==> src/lzw_pkg.sv <==
package lzw_pkg;

  localparam int DictEntriesDefault = 65536;
  localparam int MaxStringLenDefault = 64;
  localparam int CodeW = 16;
  localparam int ByteW = 8;
  localparam int LenW = 7;
  localparam int ByteCodes = 256;

  typedef struct packed {
    logic [CodeW-1:0] code;
    logic             first;
  } item_t;

  typedef struct packed {
    logic [CodeW-1:0] prefix;
    logic [ByteW-1:0] suffix;
    logic [ByteW-1:0] first_byte;
    logic [LenW-1:0]  len;
  } entry_t;

endpackage

==> src/lzw_if.sv <==
interface lzw_in_if import lzw_pkg::*; ();
  logic             valid;
  logic             ready;
  logic [CodeW-1:0] code;
  logic             first;
  modport source (output valid, output code, output first, input ready);
  modport sink (input valid, input code, input first, output ready);
endinterface


==> src/lzw_front.sv <==
module lzw_front import lzw_pkg::*; (
  input  logic     clk,
  input  logic     rst,
  lzw_in_if.sink   in_ch,
  output item_t    q_item,
  output logic     q_valid,
  input  logic     q_ready
);

  item_t      slot [2];
  logic       wr_ptr;
  logic       rd_ptr;
  logic [1:0] count;
  logic       push;
  logic       pop;

  assign in_ch.ready = (count != 2'd2);
  assign push = in_ch.valid && in_ch.ready;
  assign q_valid = (count != 2'd0);
  assign pop = q_valid && q_ready;
  assign q_item = slot[rd_ptr];

  always_ff @(posedge clk) begin
    if (push) begin
      slot[wr_ptr] <= '{code: in_ch.code, first: in_ch.first};
    end
  end

  always_ff @(posedge clk) begin
    if (rst) begin
      wr_ptr <= 1'b0;
      rd_ptr <= 1'b0;
      count <= 2'd0;
    end else begin
      if (push) wr_ptr <= ~wr_ptr;
      if (pop) rd_ptr <= ~rd_ptr;
      count <= count + {1'b0, push} - {1'b0, pop};
    end
  end

endmodule

==> src/flat_wrapper.sv <==
// flat-port wrapper written by rule: the top's interface ports become plain ports
module lzw_front_flat import lzw_pkg::*;
  (clk, rst, q_item, q_valid, q_ready, in_ch_valid, in_ch_code, in_ch_first, in_ch_ready);
  lzw_in_if in_ch_i ();
  input  logic clk;
  input  logic rst;
  output item_t q_item;
  output logic q_valid;
  input  logic q_ready;
  input wire logic [$bits(in_ch_i.valid)-1:0] in_ch_valid;
  input wire logic [$bits(in_ch_i.code)-1:0] in_ch_code;
  input wire logic [$bits(in_ch_i.first)-1:0] in_ch_first;
  output wire logic [$bits(in_ch_i.ready)-1:0] in_ch_ready;
  assign in_ch_i.valid = in_ch_valid;
  assign in_ch_i.code = in_ch_code;
  assign in_ch_i.first = in_ch_first;
  assign in_ch_ready = in_ch_i.ready;
  lzw_front u_core (.clk(clk), .rst(rst), .in_ch(in_ch_i), .q_item(q_item), .q_valid(q_valid), .q_ready(q_ready));
endmodule
==> config.mk <==
export PLATFORM = sky130hd
export DESIGN_NAME = lzw_front_flat
export DESIGN_NICKNAME = d
export VERILOG_FILES = /design/src/lzw_pkg.sv /design/src/lzw_if.sv /design/src/lzw_front.sv /design/src/flat_wrapper.sv
export SDC_FILE = /design/constraint.sdc
export NUM_CORES = 1
export LEC_CHECK = 0
export BUFFER_PORTS_ARGS = -buffer_cell sky130_fd_sc_hd__buf_2
export CORE_AREA = 2 2 56 58
export DETAILED_ROUTE_END_ITERATION = 8
export DIE_AREA = 0 0 58 60
export GPL_TIMING_DRIVEN = 0
export PLACE_DENSITY = 0.9
export SYNTH_ARGS = -nofsm -noshare
export SYNTH_HDL_FRONTEND = slang
export SYNTH_SLANG_ARGS = --single-unit
==> constraint.sdc <==
create_clock -name clk -period 3.17 [get_ports clk]
set_clock_uncertainty 0.1 [all_clocks]
set_input_delay 0.634 -clock clk [delete_from_list [all_inputs] [get_ports clk]]
set_output_delay 0.634 -clock clk [all_outputs]
set_load 0.01 [all_outputs]
==> results of run 1 <==
-- through the flow --
step / util, % / total power, mW / setup WS [ps] / cell area [µm²]
6_report: 62.2 / 1.36 / 975 / 1810
2_1_floorplan: - / 0.994 / 1100 / 1510
4_1_cts: 62.2 / 1.38 / 940 / 1810
3_3_place_gp: 60.2 / 1.12 / 650 / 1750
3_5_place_dp: 60.3 / 1.13 / 1040 / 1750
5_1_grt: 62.2 / 1.45 / 889 / 1810
-- final cells by class --
cell class              instances  area, µm²
clock buffers                   5       37.5
clock inverters                 3       20.0
inverters                       2       7.51
fillers                       228       1100
multi-input cells              36        362
flip-flops and latches         39       1120
plain buffers                   2       22.5
well taps                      33       41.3
repair buffers                 39        195
-- worst max-delay path by stage --
stage / startpoint / to / slack (ps) / cells past startpoint
after floorplan: in_ch_valid / u_core.slot[0][0]$_DFFE_PP_ / 1100 / 2
after global placement: in_ch_valid / u_core.slot[0][8]$_DFFE_PP_ / 650 / 3
after detailed placement: in_ch_valid / u_core.slot[0][13]$_DFFE_PP_ / 1040 / 3
after CTS: register / q_item[12] / 940 / 4
after global routing: register / q_item[6] / 890 / 4
final: register / q_item[12] / 970 / 4
-- registers in the layout, indices dropped and copies added (netlist names), named ones only --
name / count
u_core.count: 2
u_core.wr_ptr: 1
u_core.rd_ptr: 1
u_core.slot: 34
-- cell families after synthesis --
kind of cell | Yosys count | synth area share, %
AOI/OAI and AO/OA | 2 | 0.828
xor gates and xnor gates | 3 | 1.74
and+or+nand+nor | 12 | 4.39
muxes | 17 | 15.2
DFF | 39 | 74.2
adders and majority gates | 2 | 1.66
buffers and inverters | 4 | 1.99
-- layout by cell type (no fill, tap or decap) --
master       n
and2_4       1
and3_1       1
buf_2       39
buf_6        2
clkbuf_4     5
clkinv_2     1
clkinvlp_4   2
dfxtp_1      5
edfxtp_1    34
ha_1         2
inv_1        2
mux2_1       7
mux2_4      10
nand2b_1     2
nand3_1      1
nor2_1       4
nor2b_1      1
nor2b_2      1
o21a_1       1
o21ai_1      1
or2_2        1
xnor2_1      2
xor2_1       1
-- worst reg2reg max path, cell delays in order, from the launching register on --
cell and delay (ps):
dfxtp_1 390, nand2b_1 180, and2_4 170, nor2b_2 690
-- metal layers --
metal	routed length, µm	GRT usage [%]	share of wire [%]	up-vias
met5	0	0	0	-
met4	44	8.97	2.0	0
met1	929	17.4	43	352
met3	180	5.19	8.3	5
met2	1010	22.4	47	37
li1	-	-	-	385
-- power groups by stage --
stage	logic [mW]	registers, mW	clock network (mW)
after floorplan	0.307	0.687	0
after global placement	0.424	0.691	0
after detailed placement	0.436	0.697	0
after CTS	0.438	0.686	0.259
after global routing	0.472	0.694	0.280
final	0.427	0.685	0.247
==> out/qor.txt, run 1 <==
global route overflow -> 0
1st-iter DRT viols -> 11
CTS Buf Count -> 5
most common cell in the netlist -> edfxtp_1
die height -> 60 µm
post-DP HPWL -> 1500 µm
CP Buf/Inv Count -> 3
Tcrit/Tclk final -> 69.2%
worst r2r dst -> u_core.slot[0][12]$_DFFE_PP_
sw frac -> 29.1%
Register-to-Register Path Depth -> 3
Hold Crit Depth -> 1
number of post-CTS setup repair buffers -> 0
WHS -> 370 ps
Critical Path RT -> 2440 ps
Max rail drop VDD -> 0.502 mV
Root Buffer -> clkbuf_4
hold endpoint -> u_core.slot[1][4]$_DFFE_PP_
Layout Nets -> 148
Synth top area share -> 67.6%
Seq pwr share -> 50.4%
number of enable flip-flop cells after synthesis -> 34
Mapped Nets -> 102
crit-path max FO -> 10
antenna violations before repair -> 0
Unique masters post-synth -> 18
DRT Pass-1 Iters -> 4
die width -> 58 µm
worst r2r src -> u_core.count[0]$_SDFF_PP0_
Cell Count, Final, Fillers Out -> 159
P_int -> 964 µW
synthesized area -> 0.00151 mm²
slowest stage cell, crit path -> dfxtp_1
Vias -> 779
fmax -> 456 MHz
sw power -> 395 µW
post-synthesis sequential area ratio -> 74.2%
Initial Util -> 52.0%
DRC -> 0
largest net degree at the start of global routing -> 18
number of gates resized after cts -> 0
crit path time final -> 2200 ps
run status -> finished, final reports clean
# rows -> 20
Routed WL per cell -> 13.6 µm
Leak -> 0.723 nW
R2R Setup Slk -> 1280 ps
CTS H-tree lvls -> 2
Final Wtd Congestion -> 0.623
Post-Synthesis Cells -> 79
Core Box Area -> 0.00290 mm²
Syn-to-layout area delta -> 19.6%
Worst Setup End Kind -> output pin
Hold Path Class -> input pin to register
Startpoint Class -> register
Vias/cell -> 4.90
area leader, netlist -> edfxtp_1
total track usage -> 14.5%
crit-path max cell delay -> 340 ps
synth cell count leaders -> 34 x edfxtp_1, 10 x mux2_4, 7 x mux2_1
Final Max Tran Viols -> 0
clk sinks -> 39
Syn Area/Cell -> 19.1 µm²
Post-synth top flop -> edfxtp_1
cell mode on critical path -> buf_6
antenna fix cells -> 0
hold buffers post-CTS -> 0
Clock Tree Buf Depth -> 2
final hold violation count -> 0
Setup TNS -> 0 ps
FF+latch count, synth -> 39
asr flop ratio synth -> 0%
die area -> 0.00348 mm²
clk_lat worst skew -> 350 ps
# IOs -> 40
vias in the first global route -> 787
RSZ-0062 raised after global routing -> false
Comb pwr share -> 31.4%
Power Density -> 752 mW/mm²
Synth area leaders -> edfxtp_1 68%, mux2_4 9.9%, dfxtp_1 6.6%
Yosys warnings -> 0
Routed Antenna Nets -> 0
WL final -> 2170 µm
CP top delay family -> buffers and inverters
Max-Cap Viols -> 0
layout cells sized above 1 -> 49.2%
worst slew pin tran -> 845 ps
critical path class -> register to output pin
IO Port Bufs -> 39
clock share of power -> 18.1%
Cells after DPL -> 151
first-pass GRT wire length -> 3490 µm
worst-path cell chain -> buf_6, buf_6, mux2_4, buf_2
Crit path arrival time -> 1460 ps
CTS tree -> done
slew margin rel. -> 43.4%
final setup vio count -> 0
min-delay src -> in_ch_code[3]
Worst-path clk slew -> 110 ps
Note: power is estimated with default switching activity, not from simulation.
==> run 2, diff against run 1 <==
Settings changed: CORE_AREA 2 2 56 58 to 2 2 58 60, DIE_AREA 0 0 58 60 to 0 0 60 62, PLACE_DENSITY 0.9 to 0.85.
Clock period 3.17 ns to 2.3 ns, I/O delays scaled along.
==> out/qor.txt, run 2 (synthesized netlist as in run 1, its figures left out) <==
run status -> finished, final reports clean (unchanged)
Max-Cap Viols -> 0 (unchanged)
# IOs -> 40 (unchanged)
commonest non-fill, non-tap cell in the layout -> buf_2 (unchanged)
first-pass GRT wire length -> 3290 µm (was 3490 µm)
Initial Util -> 47.5% (was 52.0%)
Worst Setup End Kind -> output pin (unchanged)
number of post-CTS setup repair buffers -> 0 (unchanged)
sw power -> 533 µW (was 395 µW)
Final Max Tran Viols -> 0 (unchanged)
Core Box Area -> 0.00318 mm² (was 0.00290 mm²)
Crit path arrival time -> 1440 ps (was 1460 ps)
Cells after DPL -> 164 (was 151)
critical path class -> register to output pin (unchanged)
RSZ-0062 raised after global routing -> false (unchanged)
IO Port Bufs -> 39 (unchanged)
Power Density -> 1050 mW/mm² (was 752 mW/mm²)
registers with the most flip-flops -> u_core.slot (34), u_core.count (2) (unchanged)
Root Buffer -> clkbuf_4 (unchanged)
CTS H-tree lvls -> 2 (unchanged)
final hold violation count -> 0 (unchanged)
Cell Count, Final, Fillers Out -> 172 (was 159)
hold buffers post-CTS -> 0 (unchanged)
antenna fix cells -> 0 (unchanged)
Tcrit/Tclk final -> 86.9%
WL final -> 2290 µm (was 2170 µm)
sw frac -> 27.7% (was 29.1%)
post-layout utilization of the core -> 57.8% (was 62.2%)
clock share of power -> 20.2% (was 18.1%)
# rows -> 21 (was 20)
post-DP HPWL -> 1610 µm (was 1500 µm)
Leak -> 0.733 nW (was 0.723 nW)
die area -> 0.00372 mm² (was 0.00348 mm²)
Startpoint Class -> register (unchanged)
largest reg by FF count -> u_core.slot (unchanged)
Setup TNS -> 0 ps (unchanged)
die height -> 62 µm (was 60 µm)
final setup vio count -> 0 (unchanged)
fmax -> 500 MHz
layout cells sized above 1 -> 49.2% (unchanged)
GR Util met3 -> 7.66% (was 5.19%)
Syn-to-layout area delta -> 21.7% (was 19.6%)
Vias -> 804 (was 779)
number of gates resized after cts -> 0 (unchanged)
crit path time final -> 2000 ps
Layout Nets -> 148 (unchanged)
DRT Pass-1 Iters -> 4 (unchanged)
GR peak layer -> met2 (unchanged)
clk_lat worst skew -> 330 ps (was 350 ps)
pre-CTS setup slack -> 330 ps (was 1040 ps)
Worst-path clk slew -> 110 ps (about the same)
slew margin rel. -> 40.5% (was 43.4%)
Worst Slack Setup Final -> 302 ps (was 975 ps)
Hold Path Class -> input pin to register (unchanged)
vias in the first global route -> 734 (was 787)
most frequent cells in the layout -> 39 x buf_2, 34 x edfxtp_1, 10 x mux2_4 (unchanged)
total track usage -> 13.4% (was 14.5%)
crit-path max FO -> 10 (unchanged)
Routed WL per cell -> 13.3 µm (was 13.6 µm)
antenna violations before repair -> 0 (unchanged)
Vias/cell -> 4.67 (was 4.90)
CTS tree -> done (unchanged)
P_int -> 1.39 mW (was 964 µW)
Comb pwr share -> 30.8% (was 31.4%)
Clock Tree Buf Depth -> 2 (unchanged)
max reg flops -> 34 (unchanged)
clk sinks -> 39 (unchanged)
Max rail drop VDD -> 0.507 mV (was 0.502 mV)
die width -> 60 µm (was 58 µm)
Final Wtd Congestion -> 0.626 (was 0.623)
CTS Buf Count -> 5 (unchanged)
largest net degree at the start of global routing -> 18 (unchanged)
DRC -> 0 (unchanged)
Final Instance Area -> 0.00184 mm² (was 0.00181 mm²)
Seq pwr share -> 49.1% (was 50.4%)
worst slew pin tran -> 889 ps (was 845 ps)
1st-iter DRT viols -> 46 (was 11)
GRT met1 Usage -> 13.3% (was 17.4%)
Critical Path RT -> 1740 ps (was 2440 ps)
global route overflow -> 0 (unchanged)
DP Area -> 0.00177 mm² (was 0.00175 mm²)
GRT met2 Usage -> 22.5% (was 22.4%)
Routed Antenna Nets -> 0 (unchanged)
## run 2: cell types whose count changed in the layout (fill, tap and decap cells not counted)
| cell | previous run | this run |
|---|---|---|
| clkbuf_8 | 0 | 2 |
| clkinv_2 | 1 | 0 |
| clkinvlp_4 | 2 | 1 |
## run 2: layer usage
metal  routed length [µm]  part of all wire (%)
met5                    0                     0
met4                   44                   1.9
met3                  202                   8.8
met2                 1120                    49
met1                  928                    41
## run 2: final cells by class
class | count | area [µm²]
Clock inverter | 1 | 7.51
Buffer | 2 | 22.5
Timing Repair Buffer | 39 | 195
Multi-Input combinational cell | 36 | 362
Fill cell | 266 | 1340
Sequential cell | 39 | 1120
Inverter | 2 | 7.51
Tap cell | 46 | 57.6
Clock buffer | 7 | 65.1
## run 2: final timing paths
check        slack [ps]  depth (start not counted)                       start                            to
max reg2reg         360                          3  u_core.count[0]$_SDFF_PP0_  u_core.slot[0][13]$_DFFE_PP_
max                 300                          4                    register                     q_item[6]
min                 200                          1              in_ch_code[15]  u_core.slot[1][16]$_DFFE_PP_
min reg2reg         420                          2  u_core.rd_ptr$_SDFFE_PP0P_                      register
## run 2: critical path: stages, from the launching register on
cell	delay, ps
dfxtp_1	340
buf_6	130
buf_6	180
mux2_4	310
buf_2	140
## run 2: power groups by stage
stage	clock network (mW)	logic [mW]	registers, mW
finish	0.388	0.592	0.944
global route	0.436	0.655	0.956
CTS	0.408	0.607	0.946
detailed placement	0	0.605	0.962
global placement	0	0.585	0.953
floorplan	0	0.423	0.948
## run 2: stage by stage
stage	power [mW]	hold slack, ps
floorplan	1.37	364
global placement	1.54	376
detailed placement	1.57	404
CTS	1.96	176
global route	2.05	166
finish	1.92	204
